--- src/assert_macros.svh ---
// Shared assertion macros; every check is clocked on clock and off while reset is high.
`ifndef ASSERT_MACROS_SVH
`define ASSERT_MACROS_SVH

// Property that must hold at every edge.
`define ASSERT_CLK(label, prop, msg) \
   label: assert property (@(posedge clock) disable iff (reset) (prop)) \
      else $error(msg);

// Trigger at one edge implies a property at the next edge.
`define ASSERT_NEXT(label, trig, prop, msg) \
   label: assert property (@(posedge clock) disable iff (reset) (trig) |=> (prop)) \
      else $error(msg);

`endif

--- src/salc_queue.sv ---
`include "assert_macros.svh"

module salc_queue #(
   parameter int WIDTH = 8,
   parameter int DEPTH = 2
) (
   input  logic             clock,
   input  logic             reset,
   input  logic             push,
   input  logic [WIDTH-1:0] din,
   output logic             full,
   input  logic             pop,
   output logic [WIDTH-1:0] dout,
   output logic             not_empty
);

   localparam int PTR_W = (DEPTH > 1) ? $clog2(DEPTH) : 1;
   localparam int CNT_W = $clog2(DEPTH + 1);

   logic [WIDTH-1:0] mem_ff [DEPTH];
   logic [PTR_W-1:0] wr_ff, wr_in;
   logic [PTR_W-1:0] rd_ff, rd_in;
   logic [CNT_W-1:0] cnt_ff, cnt_in;

   assign full      = (cnt_ff == CNT_W'(DEPTH));
   assign not_empty = (cnt_ff != '0);
   assign dout      = mem_ff[rd_ff];

   always_comb begin
      wr_in  = wr_ff;
      rd_in  = rd_ff;
      cnt_in = cnt_ff;
      if (push) begin
         wr_in = (wr_ff == PTR_W'(DEPTH - 1)) ? '0 : wr_ff + PTR_W'(1);
      end
      if (pop) begin
         rd_in = (rd_ff == PTR_W'(DEPTH - 1)) ? '0 : rd_ff + PTR_W'(1);
      end
      if (push && !pop) begin
         cnt_in = cnt_ff + CNT_W'(1);
      end else if (pop && !push) begin
         cnt_in = cnt_ff - CNT_W'(1);
      end
   end

   always_ff @(posedge clock) begin
      if (reset) begin
         wr_ff  <= '0;
         rd_ff  <= '0;
         cnt_ff <= '0;
      end else begin
         wr_ff  <= wr_in;
         rd_ff  <= rd_in;
         cnt_ff <= cnt_in;
      end
   end

   always_ff @(posedge clock) begin
      if (push) begin
         mem_ff[wr_ff] <= din;
      end
   end

   `ASSERT_CLK(a_q_no_overflow, push |-> !full, "push into full request queue")
   `ASSERT_CLK(a_q_no_underflow, pop |-> not_empty, "pop from empty request queue")

endmodule

--- config.mk ---
export PLATFORM = sky130hd
export DESIGN_NAME = salc_queue
export DESIGN_NICKNAME = d
export VERILOG_FILES = /design/src/salc_queue.sv
export VERILOG_INCLUDE_DIRS = /design/src /design/src/src
export SDC_FILE = /design/constraint.sdc
export NUM_CORES = 1
export LEC_CHECK = 0
export ABC_AREA = 1
export BUFFER_PORTS_ARGS = -buffer_cell sky130_fd_sc_hd__buf_2
export CAP_MARGIN = 0
export CORE_MARGIN = 2
export CORE_UTILIZATION = 44
export DETAILED_ROUTE_END_ITERATION = 6
export PLACE_DENSITY = 0.67
export SETUP_SLACK_MARGIN = 0.05
export SLEW_MARGIN = 20
export SYNTH_ARGS = -nofsm -noshare
export SYNTH_HDL_FRONTEND = slang
export SYNTH_SLANG_ARGS = --single-unit
--- constraint.sdc ---
create_clock -name clock -period 1.1 [get_ports clock]
set_input_delay 0.055 -clock clock [delete_from_list [all_inputs] [get_ports clock]]
set_output_delay 0.055 -clock clock [all_outputs]
set_load 0.01 [all_outputs]
; After elaboration in Yosys (flattened, before gate mapping)
; Memories as Yosys holds them, arrays and structs flattened. A register that Yosys moved wholly into a read port is not among the register bits.
; Index checks and enable logic that the tools add are counted.
[word_totals]
ff_bits = 4
mem_bits_rw = 16
input_bits = 12
out_inout_bits = 10
elab_cells = 23
memories = 1
[memory_table]
columns = memory, words, width, rd, rd_clocked_by_memory_dff, wr, line
row1 = mem_ff, 2, 8, 1, 1, 1, salc_queue.sv:20  ; logic [WIDTH-1:0] mem_ff [DEPTH];
[op_classes]
add_sub_neg = 4
eq_ne = 1
n_mux = 8
reduce_logical = 6
[op_table]
columns = op, count
row1 = 1-bit 2-to-1 mux, 6
row2 = 2-bit 2-to-1 mux, 2
row3 = 2-bit nonzero test, 2
row4 = "1-bit adder, second input constant", 2
row5 = "2-bit by 1-bit adder with 2-bit output, second input constant", 1
row6 = "2-bit equality test, second input constant", 1
row7 = 1-bit logical AND, 2
row8 = 1-bit logical NOT, 2
row9 = "2-bit by 1-bit subtractor with 2-bit output, second input constant", 1

; Longest topological paths before layout
[logic_depth]
depth_word = 4
ltp_mapped = 8

; Worst setup path after synthesis
; No wires, ideal clock.
[synth_timing]
path_kind = reg2reg
from = reg wr_ff
to = mem mem_ff[0][0] (enable)
arrival_time_ns = 0.687
t_required_ns = 0.730
setup_slack_ns = 0.042
path_stages_with_launch = 2
cell_sequence = dfxtp_1 -> nor2_1
[synth_lines]
columns = item, line
row1 = "start, declared", salc_queue.sv:21  ; logic [PTR_W-1:0] wr_ff, wr_in;
row2 = "start signal, assigned", salc_queue.sv:52  ; wr_ff <= wr_in;
row3 = "end, declared", salc_queue.sv:20
; Straight into the memory's write port.

==> summary by stage <==
Status
The run finished, with violations left. The final reports fail on negative setup slack.

GRT
Global routing used 13.2% of the available tracks. The initial antenna violation count is 0. Entering global routing, the biggest net connects 12 pins. After global routing the overflow that remains totals 0. The met3 track utilization from global routing is 3.40%. The first-pass GRT wire length is 1910 um.

The via count of the first global-routing pass was 517. The global routing's busiest layer is met2. Global routing used roughly 25% of the available met2 tracks. The met1 track demand over resource in global routing is a little under an eighth.

STA
Setup repair after global routing could not meet its margin everywhere. Measured against its own limit, the worst slew margin works out to roughly 90%. The worst setup slack after layout is -0.158 ns.

The final hold violation count is 0. Across the routed clock network, the largest skew measured is 0.00620 ns. The minimum clock period after layout is 1.26 ns. The total setup violations reported at the end of the flow is 8. The transition at the pin with the smallest max-transition slack is 0.188 ns. On the final layout, the worst hold slack is 0.0296 ns.

Static timing analysis puts the maximum clock frequency at 0.795 GHz. The max-slew violation total from the final report came to 0. The worst path uses 114% of the clock period.

Finish
After filler insertion, the fill cell instance count of the layout stands at around 150. The net count reported at finish is 107. The multi-input combinational cells in the finished layout cover a total of 218 sq um. 0 antenna diodes ended up in the layout. The fraction of layout cells with a size suffix above 1 is 43.0%. The total area of sequential cells is a little under 600 sq um. The utilization of the core after routing is 66.0%.

The synthesis-to-layout area growth is 38.5%.

Clocking
In this run the clock root is driven by a sky130_fd_sc_hd__clkbuf_4. The total clock sinks is 21. The clock tree from TritonCTS is yes.

Clock-pin slew was measured on the worst setup and hold paths at around 0.11 ns. In this run, CTS created clock tree buffers numbering 3. Once the clock tree was built, the setup fixing pass inserted 0 buffers. The later pin in the worst-skew pair is clocked with a latency of 0.29 ns.

The number of H-tree levels is 1. Counting along the longest clock path gives a buffer depth of 2.

Synthesis
The Yosys warning count is 0. The register area share after synthesis is 69.0%. The synthesized netlist cell count is 58. The average instance in the mapped netlist occupies about 14 sq um. The flop and latch count out of synthesis is 21. The post-synth net total is 71. The post-synthesis instance area is ~840 sq um. In this run, distinct cell masters in the synthesized netlist total 16.

Floorplan
The die is 47.7 um tall. In this run the count of I/O pins placed on the die edge is 22. The total area inside the core boundary comes to 0.00176 sq mm. Once the floorplan was initialized, standard cells occupied between 40% and 50% of the core. The die covers 0.00228 sq mm.

The overall die width is 47.7 um. The initialized floorplan defines 15 standard-cell rows.

Place
The HPWL after detailed placement is 893 um. Buffers placed on the I/O ports in this run total 21. At the end of routability-driven placement, the weighted congestion stood at 0.661.

Critical path
The worst reg-to-reg path cell count is 2. The startpoint type of the worst setup path is a flop. Across all register-to-register paths, the minimum setup slack is 0.16 ns. The worst register-to-register path begins at wr_ff. Along the worst path, the maximum fanout reaches 8. Data on the critical path arrives at its endpoint at 1.20 ns. The worst setup path is of the flop to output port kind. The sort of element at the end of the critical path is an output port. The endpoint identified for the worst register-to-register timing path is mem_ff[0][4]. Following the worst setup path forward leads to its endpoint at dout[4].

The worst path required time is around 1.0 ns.

Power
Summed over all cells, the static leakage comes to 0.508 nW. Power spread over the standard cell area amounts to around 1400 mW/mm^2. The worst-case vdd ir drop is about 0.00096 V.

Drt
The pre-antenna-repair detailed-routing pass consisted of 4 iterations. The detail route stage leaves a number of antenna-violating nets equal to 0. In the final routed layout, each cell accounts on average for 10.7 um.

The number of vias in the routed layout is 535. The DRC violation count after routing is 0. The number of design-rule violations left by the first detailed-router iteration is 9. After detailed routing, the number of vias per cell comes to 4.53. The routed wire length is 1270 um.

Worst hold path
The worst hold path belongs to the class primary input to flop. The startpoint identified for the worst hold timing path is pop.

Job
The tool flagged a number of max-cap violations equal to 0.
flip-flops by register name, summed over array words and instances (netlist names), named ones only:
signal and count:
mem_ff 16, rd_ff 1, wr_ff 1, cnt_ff 2
power by group:
part	internal (mW)	switching [mW]
registers	0.908	0.0193
logic	0.186	0.129
clock network	0.141	0.205
total	1.24	0.353
cell usage after synthesis (all sizes together):
master	n	area (sq um)
mux2	8	120
inv	9	33.8
edfxtp	16	480
nor2	6	22.5
ha	1	12.5
nor3	1	5.00
o21ai	1	5.00
buf	1	11.3
nand4	1	6.26
a21oi	1	5.00
dfxtp	5	100
xnor2	1	8.76
nand3	1	5.00
nand2	6	25.0
worst max-delay path, cell delays in order, from the launching register on:
cell	delay [ns]
sky130_fd_sc_hd__dfxtp_2	0.35
sky130_fd_sc_hd__buf_12	0.13
sky130_fd_sc_hd__mux2_4	0.30
sky130_fd_sc_hd__buf_6	0.12
worst min-delay path by stage:
| stage | endpoint | slack, ns | cells after the start |
|---|---|---|---|
| 4_1_cts | flop | 0.02 | 3 |
| 3_3_place_gp | mem_ff[0][6] | 0.24 | 1 |
| 6_report | flop | 0.03 | 3 |
| 2_1_floorplan | flop | 0.13 | 1 |
| 3_5_place_dp | mem_ff[1][5] | 0.25 | 1 |
| 5_1_grt | flop | 0.05 | 3 |
per-layer routing:
metal / vias to the layer above / share of wire (%)
met2: 21 / 53
met1: 242 / 37
met3: 6 / 5.3
met4: 0 / 4.7
met5: - / 0
li1: 266 / -
repair_timing:
item / in CTS / in global routing
resized for setup: 10 / 1
hold endpoints to repair: 19 / 0
setup endpoints to repair: 13 / 9
pin swaps: 0 / 0
hold buffers: 9 / 0
cell type report:
class | instances | area share, %
multi-input cells | 27 | 18.7
flip-flops and latches | 21 | 50.1
inverters | 9 | 2.90
well taps | 25 | 2.69
clock buffers | 4 | 2.26
repair buffers | 32 | 23.4
cells in the final DEF, fill, tap and decap left out, drive strengths merged:
| cell type | count |
|---|---|
| edfxtp | 16 |
| inv | 9 |
| clkbuf | 4 |
| xnor2 | 1 |
| nand2 | 6 |
| nor3 | 1 |
| nand3 | 1 |
| buf | 23 |
| o21ai | 1 |
| dfxtp | 5 |
| a21oi | 1 |
| nand4 | 1 |
| mux2 | 8 |
| nor2 | 6 |
| dlygate4sd3 | 9 |
| ha | 1 |
per-stage QoR:
step	power [mW]	worst slack (ns)	TNS [ns]	area (sq um)	std cells
final	1.59	-0.158	-1.24	1160	118
after global routing	1.68	-0.214	-1.69	1160	118
after CTS	1.61	-0.175	-1.37	1160	118
after detailed placement	1.20	0.0671	0	996	105
after global placement	1.19	0.123	0	996	105
after floorplan	1.10	0.184	0	843	58
cells by family after synthesis:
| group | Yosys count | synth area share, % |
|---|---|---|
| multiplexers | 8 | 14.3 |
| buffers and inverters | 10 | 5.36 |
| adder cells (fa/ha/maj) | 1 | 1.49 |
| flip-flops | 21 | 69.0 |
| XOR/XNOR | 1 | 1.04 |
| AO/OA/AOI/OAI | 2 | 1.19 |
| AND/OR/NAND/NOR | 15 | 7.59 |
Power figures use the tool's default switching activity.
