**config.mk**
```make
export PLATFORM = sky130hd
export DESIGN_NAME = salc_front_flat
export DESIGN_NICKNAME = d
export VERILOG_FILES = /design/src/assert_macros.svh /design/src/salc_pkg.sv /design/src/salc_ifs.sv /design/src/salc_front.sv /design/src/flat_wrapper.sv
export SDC_FILE = /design/constraint.sdc
export NUM_CORES = 1
export LEC_CHECK = 0
export BUFFER_PORTS_ARGS = -buffer_cell sky130_fd_sc_hd__buf_2
export CORE_MARGIN = 2
export CORE_UTILIZATION = 50
export DETAILED_ROUTE_END_ITERATION = 16
export PLACE_DENSITY_LB_ADDON = 0.1
export SYNTH_ARGS = -nofsm -noshare
export SYNTH_HDL_FRONTEND = slang
export SYNTH_SLANG_ARGS = --single-unit
export TNS_END_PERCENT = 1
```
**constraint.sdc**
```tcl
create_clock -name clock -period 3.2 [get_ports clock]
set_clock_uncertainty 0.1 [all_clocks]
set_input_delay 0.16 -clock clock [delete_from_list [all_inputs] [get_ports clock]]
set_output_delay 0.16 -clock clock [all_outputs]
set_load 0.03 [all_outputs]
```
**src/assert_macros.svh**
```systemverilog
// Shared assertion macros; every check is clocked on clock and off while reset is high.
`ifndef ASSERT_MACROS_SVH
`define ASSERT_MACROS_SVH

// Property that must hold at every edge.
`define ASSERT_CLK(label, prop, msg) \
   label: assert property (@(posedge clock) disable iff (reset) (prop)) \
      else $error(msg);

// Trigger at one edge implies a property at the next edge.
`define ASSERT_NEXT(label, trig, prop, msg) \
   label: assert property (@(posedge clock) disable iff (reset) (trig) |=> (prop)) \
      else $error(msg);

`endif

```
**src/salc_pkg.sv**
```systemverilog
package salc_pkg;

   localparam int CSR_IDX_W  = 2;
   localparam int CSR_DATA_W = 5;
   localparam int STAMP_W    = 32;
   localparam int TALLY_W    = 32;

   localparam logic [CSR_IDX_W-1:0] CSR_SET_BITS = 2'd0;
   localparam logic [CSR_IDX_W-1:0] CSR_WAYS     = 2'd1;
   localparam logic [CSR_IDX_W-1:0] CSR_OFFSET   = 2'd2;

   localparam logic [1:0] ACT_LOAD   = 2'd1;
   localparam logic [1:0] ACT_MODIFY = 2'd2;

   localparam logic [1:0] OUT_NONE  = 2'd0;
   localparam logic [1:0] OUT_HIT   = 2'd1;
   localparam logic [1:0] OUT_FILL  = 2'd2;
   localparam logic [1:0] OUT_EVICT = 2'd3;

   typedef struct packed {
      logic [2:0] set_bits;
      logic [3:0] ways;
      logic [4:0] offset;
   } csr_type;

   typedef struct packed {
      logic access;
      logic modify;
   } job_ctl_type;

endpackage

```
**src/salc_ifs.sv**
```systemverilog
interface salc_req_if #(
   parameter int ADDR_BITS = 32
);
   logic                 valid;
   logic                 ready;
   logic [1:0]           action;
   logic [ADDR_BITS-1:0] address;

   modport source (output valid, output action, output address, input ready);
   modport sink (input valid, input action, input address, output ready);
endinterface


```
**src/salc_front.sv**
```systemverilog
module salc_front import salc_pkg::*; #(
   parameter int ADDR_BITS    = 32,
   parameter int MAX_SET_BITS = 6,
   localparam int ROW_AW = (MAX_SET_BITS > 0) ? MAX_SET_BITS : 1
) (
   input  logic                 clock,
   input  logic                 reset,
   salc_req_if.sink             req,
   input  csr_type              csr,
   input  logic                 hold,
   input  logic                 q_full,
   output logic                 push,
   output job_ctl_type          job_ctl,
   output logic [ROW_AW-1:0]    job_set,
   output logic [ADDR_BITS-1:0] job_tag,
   output logic [STAMP_W-1:0]   job_stamp
);

   logic [STAMP_W-1:0]   stamp_ff;
   logic [STAMP_W-1:0]   stamp_in;
   logic [2:0]           sbits;
   logic [ADDR_BITS-1:0] above;
   logic [5:0]           tag_shift;
   logic [ROW_AW-1:0]    set_mask;

   assign req.ready = !hold && !q_full;
   assign push      = req.valid && req.ready;

   always_comb begin
      if (32'(csr.set_bits) > 32'(MAX_SET_BITS)) begin
         sbits = 3'(MAX_SET_BITS);
      end else begin
         sbits = csr.set_bits;
      end
      above          = req.address >> csr.offset;
      tag_shift      = {1'b0, csr.offset} + {3'b000, sbits};
      set_mask       = ~({ROW_AW{1'b1}} << sbits);
      job_set        = above[ROW_AW-1:0] & set_mask;
      job_tag        = req.address >> tag_shift;
      job_ctl.access = (req.action == ACT_LOAD) || (req.action == ACT_MODIFY);
      job_ctl.modify = (req.action == ACT_MODIFY);
      stamp_in       = stamp_ff + STAMP_W'(1);
      job_stamp      = stamp_in;
   end

   always_ff @(posedge clock) begin
      if (reset) begin
         stamp_ff <= '0;
      end else if (push) begin
         stamp_ff <= stamp_in;
      end
   end

endmodule

```
**src/flat_wrapper.sv**
```systemverilog
// flat-port wrapper written by rule: the top's interface ports become plain ports
module salc_front_flat import salc_pkg::*;
#(
   parameter int ADDR_BITS    = 32,
   parameter int MAX_SET_BITS = 6,
   localparam int ROW_AW = (MAX_SET_BITS > 0) ? MAX_SET_BITS : 1
)
  (clock, reset, csr, hold, q_full, push, job_ctl, job_set, job_tag, job_stamp, req_valid, req_action, req_address, req_ready);
  salc_req_if #(.ADDR_BITS(ADDR_BITS)) req_i ();
  input  logic clock;
  input  logic reset;
  input  csr_type csr;
  input  logic hold;
  input  logic q_full;
  output logic push;
  output job_ctl_type job_ctl;
  output logic [ROW_AW-1:0] job_set;
  output logic [ADDR_BITS-1:0] job_tag;
  output logic [STAMP_W-1:0] job_stamp;
  input wire logic [$bits(req_i.valid)-1:0] req_valid;
  input wire logic [$bits(req_i.action)-1:0] req_action;
  input wire logic [$bits(req_i.address)-1:0] req_address;
  output wire logic [$bits(req_i.ready)-1:0] req_ready;
  assign req_i.valid = req_valid;
  assign req_i.action = req_action;
  assign req_i.address = req_address;
  assign req_ready = req_i.ready;
  salc_front #(.ADDR_BITS(ADDR_BITS), .MAX_SET_BITS(MAX_SET_BITS)) u_core (.clock(clock), .reset(reset), .req(req_i), .csr(csr), .hold(hold), .q_full(q_full), .push(push), .job_ctl(job_ctl), .job_set(job_set), .job_tag(job_tag), .job_stamp(job_stamp));
endmodule
```
# == Yosys cells after proc, flatten, opt, wreduce, memory -nomap -nowiden ==
# Cells that the tools add are included.
# totals
regBits,32
in_bits,51
out_inout_bits,74
# op_classes
addsub,2
n_lt_le_gt_ge,1
eq_ne,2
shift,3
muxes,1
bitwise,2
reduce_logical,5
# ops
op,n
"32-bit by 1-bit adder with 32-bit output, second input constant",1
32-bit by 5-bit right shift with 6-bit output,1
32-bit by 6-bit right shift with 32-bit output,1
5-bit by 3-bit adder with 6-bit output,1
6-bit bitwise AND,1
6-bit NOT,1
"6-bit by 3-bit << shifter with 6-bit output, first input constant",1
"3-bit > comparator, second input constant",1
3-bit 2-to-1 mux,1
"2-bit by 1-bit == test with 1-bit output, second input constant",1
"2-bit == test, second input constant",1
1-bit logical AND,2
1-bit zero test,2
1-bit logical OR,1

# == Logic depth before layout (Yosys ltp) ==
# depth
ltp_word,5
ltp_mapped,14

# == Worst setup path after synthesis ==
# OpenSTA, ideal clock, no wires.
# synth_path
path_kind,input-to-output
start,input port csr[9] in the netlist's numbering
end,output port job_tag[16]
arrival_time_ns,3.359
required_time_ns,2.940
setup_slack_ns,-0.419
stages,13
n_path_buf,3
cell_sequence,a21bo_4 inv_4 buf_4 ha_1 inv_1 fa_1 xnor2_1 buf_6 buf_2 nor3_1 a211oi_1 nor3_1 a211oi_1
# synth_between
elab_chain_cells,4
# synth_lines
element,line,source
start: declaration,flat_wrapper.sv:12,input csr_type csr;
3-bit > comparator,salc_front.sv:30,if (32'(csr.set_bits) > 32'(MAX_SET_BITS)) begin
3-bit 2-to-1 mux (*),salc_front.sv:30,
5-bit by 3-bit adder with 6-bit output (*),salc_front.sv:36,"tag_shift = {1'b0, csr.offset} + {3'b000, sbits};"
32-bit by 6-bit right shift with 32-bit output (*),salc_front.sv:39,job_tag = req.address >> tag_shift;
end: declaration,flat_wrapper.sv:18,output logic [ADDR_BITS-1:0] job_tag;
# Every way passes the cells marked *; elsewhere a longest branch is shown, timed or not.

# == Worst setup path after layout ==
# layout_path
start,input port csr[10] in the netlist's numbering
end,output port job_tag[5]
# The elaborated chain is that of the path after synthesis.

==> out/qor.txt <==
status -> finished with violations
failing checks -> negative setup slack
area of the multi-input gates -> 4290 um2
I/O pin cnt -> 125
hold buffers post-CTS -> 0
HP Start -> reset
r2r setup slk -> 810 ps
first-pass iteration count of the detailed router -> 5
Hold WC Path Type -> primary input to flip-flop
crit-path leading delay family -> multiplexers
Pleak -> 2.71 nW
layout cells sized above 1 -> 31.3%
Inst Count DP -> 921
max cap viols -> 0
# nets final -> 855
Synth area leaders -> dfxtp_1 12%, mux4_2 12%, mux2i_1 11%
Slew Viols, Final -> 0
fin area -> 6320 um2
Sum Neg Setup Slack -> -40.5 ps
via count -> 5774
power per cell area -> 352 nW/um2
max reg flops -> 32
Final Hold Viols -> 0
CTS root buffer -> clkbuf_8
worst r2r src -> u_core.stamp_ff[0]
Gate power share -> 67.6%
Regs by FF count -> u_core.stamp_ff (32)
num rows -> 36
RSZ-0062 raised after global routing -> yes
worst-path fanout max -> 7
drt via density -> 6.20
Antenna diodes -> 0
FF-to-FF path depth -> 7
core area -> 9860 um2
clock power share -> 14.4%
number of global-route vias before repair -> 5403
Area growth syn-to-layout -> 23.2%
Cell Int Power -> 1.20 mW
CP max stage delay -> 600 ps
initial antenna violation count -> 0
part of the power in registers -> 18.0%
Fillers -> 878
Rel. slew slack -> 42.1%
clk sinks -> 32
mean post-synth cell area -> 7.75 um2
post-synth top area cell -> dfxtp_1
worst-margin pin slew -> 868 ps
grt total ovfl -> 0
die area -> 11100 um2
mapped cell area -> 5130 um2
post-synthesis sequential area ratio -> 12.5%
fin crit share -> 101%
Async S/R FF share, synth -> 0%
Global Route Usage Sum -> 30.3%
Yosys reg bits -> 32
final number of setup-violating endpoints -> 2
routed wire length -> 17300 um
H-tree depth -> 2
Switching Fraction -> 46.3%
Worst-path clk slew -> 70 ps
critical path arrival -> 2970 ps
most frequent cells in the layout -> 110 x buf_2, 81 x nor2_1, 54 x nand2_1, 50 x buf_4, 49 x mux2i_1
crit path cell chain -> buf_6 -> a21bo_4 -> inv_4 -> ha_4 -> inv_2 -> fa_2 -> xnor2_4 -> mux4_2 -> mux4_2 -> a22o_4 -> buf_6
CP Capture Type -> output pin
WP buf/inv -> 4
Iter 0 DRT Violations -> 502
most flop-heavy register -> u_core.stamp_ff
fmax -> 310 MHz
Post-Place Cell Area -> 6070 um2
leading cell type in the layout, fill and taps excluded -> buf_2
DR WL/cell -> 18.5 um
Sequential Area -> 641 um2
RD Place Congestion -> 0.956
Die Ht -> 105 um
syn_nets -> 719
Final ANT Viol Nets -> 0
Die W -> 105 um
Sw Pwr -> 1.03 mW
Cells after Synth -> 662
CP Launch Type -> primary input
Netlist cell types -> 66
global-route wire length before repair -> 27600 um
CTS tree -> yes
Worst VDD drop -> 0.278 mV
leading register cell type out of synthesis -> dfxtp_1
Clock Tree Buf Depth -> 2
Worst Hold Path EP -> u_core.stamp_ff[13]
# DRC -> 0
R2R Path End -> u_core.stamp_ff[30]
Synth Warn # -> 0
minimum clock period -> 3230 ps
I/O Buffers -> 120
final worst setup slack -> -29.2 ps
Clk Latency, worst-skew pair -> 280 ps
Initial Utilization -> 52.0%
largest net degree at the start of global routing -> 56
Synth top area share -> 12.5%
Worst Path Required -> 2940 ps
Inserted Clock Buffers -> 5
Post-synth EDFFs -> 0
crit path max-delay cell type -> mux4_2
Worst Setup Path Type -> primary input to output pin
DPL Wire Length -> 13400 um
final non-filler cell total -> 932
hold depth -> 2
Hold WS -> 273 ps
==> per-layer routing <==
metal | up-vias | wire (um) | global-route usage [%]
met5 | - | 0 | 0
met4 | 0 | 310 | 6.67
met3 | 35 | 1590 | 3.59
met2 | 296 | 7720 | 47.4
met1 | 2709 | 7660 | 44.5
li1 | 2734 | - | -
==> power groups by stage <==
stage / clock network (mW) / logic [mW] / registers, mW
floorplan: 0 / 0.972 / 0.409
detailed placement: 0 / 1.39 / 0.409
global placement: 0 / 1.38 / 0.409
global route: 0.349 / 1.59 / 0.400
finish: 0.321 / 1.51 / 0.400
CTS: 0.326 / 1.43 / 0.400
==> per-stage QoR <==
step | total power [mW] | setup WS, ps | util (%)
floorplan | 1.38 | -32.0 | -
global placement | 1.79 | -126 | 61.6
detailed placement | 1.80 | -214 | 61.6
CTS | 2.15 | 5.02 | 63.1
global route | 2.34 | -93.3 | 64.1
finish | 2.23 | -29.2 | 64.1
==> cells in the mapped netlist, drive strengths merged (11+ instances only) <==
cell type  instances
a211oi            16
a21oi             48
and3              11
buf               18
clkbuf            26
dfxtp             32
inv               17
mux2              13
mux2i             55
mux4              29
nand2             55
nand3             33
nor2              82
nor3              13
o21ai             25
or3               15
xnor2             28
xor2              23
==> kinds of logic after synthesis <==
group / share of synthesized area (%)
AO/OA/AOI/OAI: 21.0
buffers and inverters: 6.24
XOR/XNOR: 9.07
multiplexers: 26.4
flip-flops: 12.5
AND/OR/NAND/NOR: 23.2
adder cells (fa/ha/maj): 1.61
==> timing repair <==
action / CTS / global route
pin swaps: 3 / 7
cloned: 1 / 0
setup endpoints to repair: 22 / 21
buffers inserted: 2 / 0
gates resized for setup: 10 / 31
==> worst max path at each step <==
stage | start | end | depth (start not counted)
CTS | csr[11] | job_tag[5] | 11
global placement | csr[9] | job_tag[5] | 13
finish | csr[10] | job_tag[5] | 11
floorplan | csr[9] | job_tag[5] | 10
global route | csr[10] | job_tag[5] | 11
detailed placement | csr[9] | job_tag[5] | 13
==> area by class of cell <==
type                    count  area share [%]
repair buffers            173            16.7
multi-input cells         567            67.9
well taps                 133            2.63
clock buffers               8            1.42
inverters                  19            1.17
flip-flops and latches     32            10.1
No activity file was read; power rests on OpenSTA's default activity.
